### config.mk
export PLATFORM = sky130hd
export DESIGN_NAME = dual_fan_tach_to_rpm
export DESIGN_NICKNAME = d
export VERILOG_FILES = /design/src/rtl/dftr_pkg.sv /design/src/rtl/dual_fan_tach_to_rpm.sv /design/src/rtl/dftr_div_lane.sv /design/src/rtl/dftr_merge.sv
export SDC_FILE = /design/constraint.sdc
export NUM_CORES = 2
export LEC_CHECK = 0
export ABC_CLOCK_PERIOD_IN_PS = 130100
export BUFFER_PORTS_ARGS = -buffer_cell sky130_fd_sc_hd__buf_2
export CAP_MARGIN = 20
export CORE_MARGIN = 2
export CORE_UTILIZATION = 32
export DETAILED_ROUTE_END_ITERATION = 12
export GPL_TIMING_DRIVEN = 0
export PLACE_DENSITY = 0.46
export SYNTH_ARGS = -nofsm -noshare
export SYNTH_HDL_FRONTEND = slang
export SYNTH_HIERARCHICAL = 1
export SYNTH_SLANG_ARGS = --single-unit
### constraint.sdc
create_clock -name clk -period 130.1 [get_ports clk]
set_input_delay 19.515 -clock clk [delete_from_list [all_inputs] [get_ports clk]]
set_output_delay 19.515 -clock clk [all_outputs]
set_load 0.01 [all_outputs]
### src/rtl/dftr_pkg.sv
`timescale 1ns / 1ps
// Shared widths and constants for the dual fan tach to RPM converter.
// No dependencies.
package dftr_pkg;
	localparam int BYTE_W   = 8;
	localparam int LOW_KEEP = 5;
	localparam int CNT_W    = BYTE_W + LOW_KEEP;
	localparam int NUM_W    = 27;
	localparam int RPM_W    = 16;
	localparam int CMP_W    = CNT_W + RPM_W;
	localparam int NCH      = 2;

	localparam logic [CNT_W-1:0] CNT_NO_FAN = 13'd8191;
	localparam logic [NUM_W-1:0] NUM_RESET  = 27'd3932160;

	localparam int IN_DATA_W  = 4 * BYTE_W;
	localparam int IN_USER_W  = NCH;
	localparam int OUT_DATA_W = 3 * RPM_W;
	localparam int OUT_USER_W = 1;

	typedef logic [RPM_W-1:0] rpm_t;
endpackage

### src/rtl/dual_fan_tach_to_rpm.sv
`timescale 1ns / 1ps
// Dual fan tach count to RPM converter, top level. Uses dftr_pkg, dftr_div_lane, dftr_merge.
// Pipeline: 17 divider lane stages (an input register, then one quotient bit per stage
// over 16 bits), plus the merge register.
// Throughput: one item per cycle; the whole pipeline holds while a result waits.
// Reset: valid bits cleared, rpm_numerator back to 3932160.
module dual_fan_tach_to_rpm (
	input  logic                              clk,
	input  logic                              arst_n,
	input  logic                              cfg_valid,
	output logic                              cfg_ready,
	input  logic [dftr_pkg::NUM_W-1:0]        cfg_data,       // rpm_numerator
	input  logic                              s_axis_tvalid,
	output logic                              s_axis_tready,
	// ch1_count_high, ch1_count_low, ch2_count_high, ch2_count_low
	input  logic [dftr_pkg::IN_DATA_W-1:0]    s_axis_tdata,
	input  logic [dftr_pkg::IN_USER_W-1:0]    s_axis_tuser,   // ch1_read_ok, ch2_read_ok
	output logic                              m_axis_tvalid,
	input  logic                              m_axis_tready,
	output logic [dftr_pkg::OUT_DATA_W-1:0]   m_axis_tdata,   // ch1_rpm, ch2_rpm, max_rpm
	output logic [dftr_pkg::OUT_USER_W-1:0]   m_axis_tuser    // no_response
);
	import dftr_pkg::*;

	logic [NUM_W-1:0] num_q;
	logic             adv;
	logic             vld_s  [0:RPM_W];
	logic             none_s [0:RPM_W];
	rpm_t             rpm1, rpm2, ch1, ch2, mx;
	logic             nresp;

	assign cfg_ready     = 1'b1;
	assign adv           = !m_axis_tvalid || m_axis_tready;
	assign s_axis_tready = adv;

	always_ff @(posedge clk or negedge arst_n) begin
		if (!arst_n) begin
			num_q <= NUM_RESET;
		end else if (cfg_valid) begin
			num_q <= cfg_data;
		end
	end

	always_ff @(posedge clk or negedge arst_n) begin
		if (!arst_n) begin
			for (int i = 0; i <= RPM_W; i++) vld_s[i] <= 1'b0;
		end else if (adv) begin
			vld_s[0] <= s_axis_tvalid;
			for (int i = 1; i <= RPM_W; i++) vld_s[i] <= vld_s[i-1];
		end
	end

	always_ff @(posedge clk) begin
		if (adv) begin
			none_s[0] <= !s_axis_tuser[0] && !s_axis_tuser[1];
			for (int i = 1; i <= RPM_W; i++) none_s[i] <= none_s[i-1];
		end
	end

	dftr_div_lane u_lane1 (
		.clk      (clk),
		.en       (adv),
		.num      (num_q),
		.cnt_high (s_axis_tdata[BYTE_W-1:0]),
		.cnt_low  (s_axis_tdata[2*BYTE_W-1:BYTE_W]),
		.read_ok  (s_axis_tuser[0]),
		.rpm      (rpm1)
	);

	dftr_div_lane u_lane2 (
		.clk      (clk),
		.en       (adv),
		.num      (num_q),
		.cnt_high (s_axis_tdata[3*BYTE_W-1:2*BYTE_W]),
		.cnt_low  (s_axis_tdata[4*BYTE_W-1:3*BYTE_W]),
		.read_ok  (s_axis_tuser[1]),
		.rpm      (rpm2)
	);

	dftr_merge u_merge (
		.clk         (clk),
		.arst_n      (arst_n),
		.en          (adv),
		.in_valid    (vld_s[RPM_W]),
		.rpm1        (rpm1),
		.rpm2        (rpm2),
		.none        (none_s[RPM_W]),
		.out_valid   (m_axis_tvalid),
		.ch1_rpm     (ch1),
		.ch2_rpm     (ch2),
		.max_rpm     (mx),
		.no_response (nresp)
	);

	assign m_axis_tdata = {mx, ch2, ch1};
	assign m_axis_tuser = nresp;
endmodule

### src/rtl/dftr_div_lane.sv
`timescale 1ns / 1ps
// One channel lane: count forming, range checks and a restoring divider,
// one quotient bit per pipeline stage. Depends on dftr_pkg.
module dftr_div_lane (
	input  logic                          clk,
	input  logic                          en,
	input  logic [dftr_pkg::NUM_W-1:0]    num,
	input  logic [dftr_pkg::BYTE_W-1:0]   cnt_high,
	input  logic [dftr_pkg::BYTE_W-1:0]   cnt_low,
	input  logic                          read_ok,
	output dftr_pkg::rpm_t                rpm
);
	import dftr_pkg::*;

	logic [CNT_W-1:0] cnt;
	logic             ovf;
	logic             kill0;

	logic [NUM_W-1:0] rem_s  [0:RPM_W-1];
	logic [CNT_W-1:0] div_s  [0:RPM_W-1];
	logic [RPM_W-1:0] quo_s  [0:RPM_W];
	logic             kill_s [0:RPM_W];

	assign cnt   = {cnt_high, cnt_low[BYTE_W-1 -: LOW_KEEP]};
	// quotient above the 16-bit range iff num >= cnt * 2^16
	assign ovf   = CMP_W'(num) >= {cnt, {RPM_W{1'b0}}};
	assign kill0 = !read_ok || (cnt == '0) || (cnt >= CNT_NO_FAN) || ovf;

	always_ff @(posedge clk) begin
		if (en) begin
			rem_s[0]  <= num;
			div_s[0]  <= cnt;
			quo_s[0]  <= '0;
			kill_s[0] <= kill0;
		end
	end

	for (genvar g = 1; g <= RPM_W; g++) begin : g_stage
		localparam int SH = RPM_W - g;
		logic [CMP_W-1:0] trial;
		logic [CMP_W-1:0] diff;
		logic             take;

		assign trial = CMP_W'(div_s[g-1]) << SH;
		assign take  = CMP_W'(rem_s[g-1]) >= trial;
		assign diff  = CMP_W'(rem_s[g-1]) - trial;

		always_ff @(posedge clk) begin
			if (en) begin
				quo_s[g]  <= {quo_s[g-1][RPM_W-2:0], take};
				kill_s[g] <= kill_s[g-1];
			end
		end

		if (g < RPM_W) begin : g_rem
			always_ff @(posedge clk) begin
				if (en) begin
					rem_s[g] <= take ? diff[NUM_W-1:0] : rem_s[g-1];
					div_s[g] <= div_s[g-1];
				end
			end
		end
	end

	assign rpm = kill_s[RPM_W] ? '0 : quo_s[RPM_W];
endmodule

### src/rtl/dftr_merge.sv
`timescale 1ns / 1ps
// Merge stage: picks the larger channel speed (zero when neither channel responds) and holds the output register.
// Depends on dftr_pkg.
module dftr_merge (
	input  logic           clk,
	input  logic           arst_n,
	input  logic           en,
	input  logic           in_valid,
	input  dftr_pkg::rpm_t rpm1,
	input  dftr_pkg::rpm_t rpm2,
	input  logic           none,
	output logic           out_valid,
	output dftr_pkg::rpm_t ch1_rpm,
	output dftr_pkg::rpm_t ch2_rpm,
	output dftr_pkg::rpm_t max_rpm,
	output logic           no_response
);
	import dftr_pkg::*;

	logic valid_q;
	rpm_t ch1_q, ch2_q, max_q;
	logic none_q;

	always_ff @(posedge clk or negedge arst_n) begin
		if (!arst_n) begin
			valid_q <= 1'b0;
		end else if (en) begin
			valid_q <= in_valid;
		end
	end

	always_ff @(posedge clk) begin
		if (en) begin
			ch1_q  <= rpm1;
			ch2_q  <= rpm2;
			max_q  <= none ? '0 : ((rpm1 > rpm2) ? rpm1 : rpm2);
			none_q <= none;
		end
	end

	assign out_valid   = valid_q;
	assign ch1_rpm     = ch1_q;
	assign ch2_rpm     = ch2_q;
	assign max_rpm     = max_q;
	assign no_response = none_q;
endmodule

==> flow_summary.toml <==
[synth]
syn_nets = 6845
syn_area_per_cell_um2 = 13.0
yosysTopAreaCell = "edfxtp_1"
synth_area_um2 = 82000
syn_inst = 6297
synth_edf_count = 1652
synthFlopType = "edfxtp_1"
synth_top_area_share_pct = 60.5
synth_seq_cells = 1697
synth.most_common_cell = "edfxtp_1"
ys_seq_area_share_pct = 61.9
yosys-top-cells-count = "edfxtp_1 (1652), inv_1 (590), ha_1 (452), nor2_1 (386), a21oi_1 (356)"
ys_top_cells_by_area = "edfxtp_1 (60%), ha_1 (6.9%), inv_1 (2.7%), mux2_2 (2.6%), xnor2_1 (2.4%)"
yosysWarnings = 6
async_flop_share_pct = 2.65
synth_cell_types = 100

[grt]
antenna_found_initial = 6
grt_pass1_wl_um = 278000
grt.overflow.total = 0
grt_use_total_pct = 13.5
grt_pass1_vias = 50433
grt_max_degree = 135

[finish]
fin_nets = 7166
final_cell_area_um2 = 93400
post-route-util_pct = 36.7
areaGrowthSynthToFinish_pct = 13.9
drive_gt1_share_pct = 10.4

[clocking]
cts.sink_count = 1697
htree_levels = 4
clockRootBuffer = "clkbuf_16"
post-cts-setup-buffer-count = 0
cts_buffers = 192
cts_tree = "done"
cts_max_path_buffers = 3
ctsResizeCount = 0
postCtsHoldBufs = 0
clock_latency_ns = 0.82
path_clk_slew_ns = 0.06

[routing]
first_pass_iters = 7
ant_nets = 0
viasPerCell = 4.79
wl_per_cell_um = 17.3
drc = 0
drt-total-wl_um = 176000
vias = 48590
drt_iter0_markers = 2550

[critical_path]
path_delay_family = "buffers and inverters"
worstPathMaxFanout = 130
crit_path_end_kind = "primary output"
critPathSlowestCell = "buf_16"
arrival_ns = 21.43
critical_path.cell_chain = "buf_2, nor2b_4, buf_6, buf_12, inv_8, buf_16, buf_2"
cp.required_ns = 110.58
path_class = "input pin to primary output"
timing.critical_path.mode_cell = "buf_2"
slowest_delay_ns = 0.51
crit_buf_inv = 6
cp-start-kind = "input pin"

[place]
port_buffers = 109
dpl.hpwl_um = 132000
place_ws_ns = 89.15
place.gp.congestion = 0.922
dpl-instance-area_um2 = 87200

[sta]
fin_crit_sh_pct = 31.5
fin_skew_ns = 0.0378
maxSlewViolCount = 0
setup_viol = 0
worst_slew_pin_slew_ns = 0.937
slew_headroom_pct = 36.7
fin_crit_ns = 40.95
fmax_ghz = 0.0244
grt_setup_unrepaired = "false"
tns_ns = 0
hold_violations = 0
setup_slack_ns = 89.15

[floorplan]
die_y_um = 510
row_count = 185
dieWidth_um = 510
die_area_um2 = 260000
initial_core_util_pct = 32.2
io-pin-count = 118
core_um2 = 254000

[job]
maxCapViolations = 0

[status]
status = "finished clean"

[hold_path]
hp-class = "flop to flop"
[layout by cell type (no fill, tap or decap), types with 120 or more instances in the layout]
cell	Yosys	routed
xnor2_1	227	227
o21ai_0	305	305
nor3_1	127	127
a21o_1	120	120
edfxtp_1	1652	1652
xor2_1	181	181
nand2_1	316	316
inv_1	590	589
a21oi_1	356	356
nor2_1	386	386
ha_1	452	452
clkbuf_16	0	194
buf_2	14	125
mux2_2	186	186
[flip-flops by register name, summed over array words and instances (netlist names), 17 cells and up]
| signal | cells |
|---|---|
| u_lane2/quo_s | 136 |
| num_q | 27 |
| none_s | 17 |
| u_lane2/div_s | 208 |
| u_lane1/quo_s | 136 |
| u_lane1/kill_s | 17 |
| vld_s | 17 |
| u_lane1/rem_s | 432 |
| u_lane2/rem_s | 432 |
| u_lane2/kill_s | 17 |
| u_lane1/div_s | 208 |
[routing by layer]
metal / vias up / GRT usage [%] / routed length (um)
li1: 24243 / - / -
met1: 23044 / 15.1 / 71800
met2: 872 / 24.5 / 89900
met3: 431 / 2.22 / 5820
met4: 0 / 6.95 / 8490
met5: - / 0 / 0
[worst paths after layout]
check / from / endpoint / slack (ns) / cells after the start
setup / recovery: m_axis_tready / s_axis_tready / 89.15 / 7
max in group asynchronous: arst_n / num_q[21] / 110.83 / 2
hold / removal: u_lane1/quo_s[7][5] / u_lane1/quo_s[8][6] / 0.40 / 0
hold reg to reg: u_lane1/quo_s[7][5] / u_lane1/quo_s[8][6] / 0.40 / 0
setup reg to reg: u_lane2/kill_s[2][0] / u_merge/max_rpm[9] / 125.60 / 9
min in group asynchronous: arst_n / num_q[8] / 18.68 / 1
[per-stage QoR]
stage | hold WS (ns) | cells
2_1_floorplan | 0.400 | 6297
3_3_place_gp | 0.400 | 9772
3_5_place_dp | 0.405 | 9789
4_1_cts | 0.404 | 10146
5_1_grt | 0.397 | 10149
6_report | 0.401 | 10149
[worst register-to-register path, delay by kind of cell (launching register included)]
family	cells	cell delay, ns
buf+inv	2	0.68
simple gates	3	1.67
compound gates	3	0.84
flops	1	0.66
fa+ha+maj	1	0.38
[logic make-up (layout without fill, tap and decap cells)]
kind of cell / Yosys count / in the layout / synth area share, %
XOR/XNOR: 408 / 408 / 4.36
other: 1 / 3 / 0.00457
AO/OA/AOI/OAI: 1268 / 1268 / 10.0
AND/OR/NAND/NOR: 1515 / 1515 / 9.61
adder cells (fa/ha/maj): 482 / 482 / 7.63
flip-flops: 1697 / 1697 / 61.9
buffers and inverters: 701 / 1185 / 3.43
multiplexers: 225 / 225 / 3.08
[cell type report]
class	instances	area (um^2)
Inverter	592	2230
Multi-Input combinational cell	3899	28500
Sequential cell	1697	50700
Antenna cell	2	5.00
Clock buffer	243	5050
Tap cell	3366	4210
Clock inverter	114	1180
Timing Repair Buffer	127	948
Fill cell	24149	161000
Buffer	109	586
Power is not shown: default switching activity piles up to over one toggle a cycle in this logic, so the estimate is an artifact.
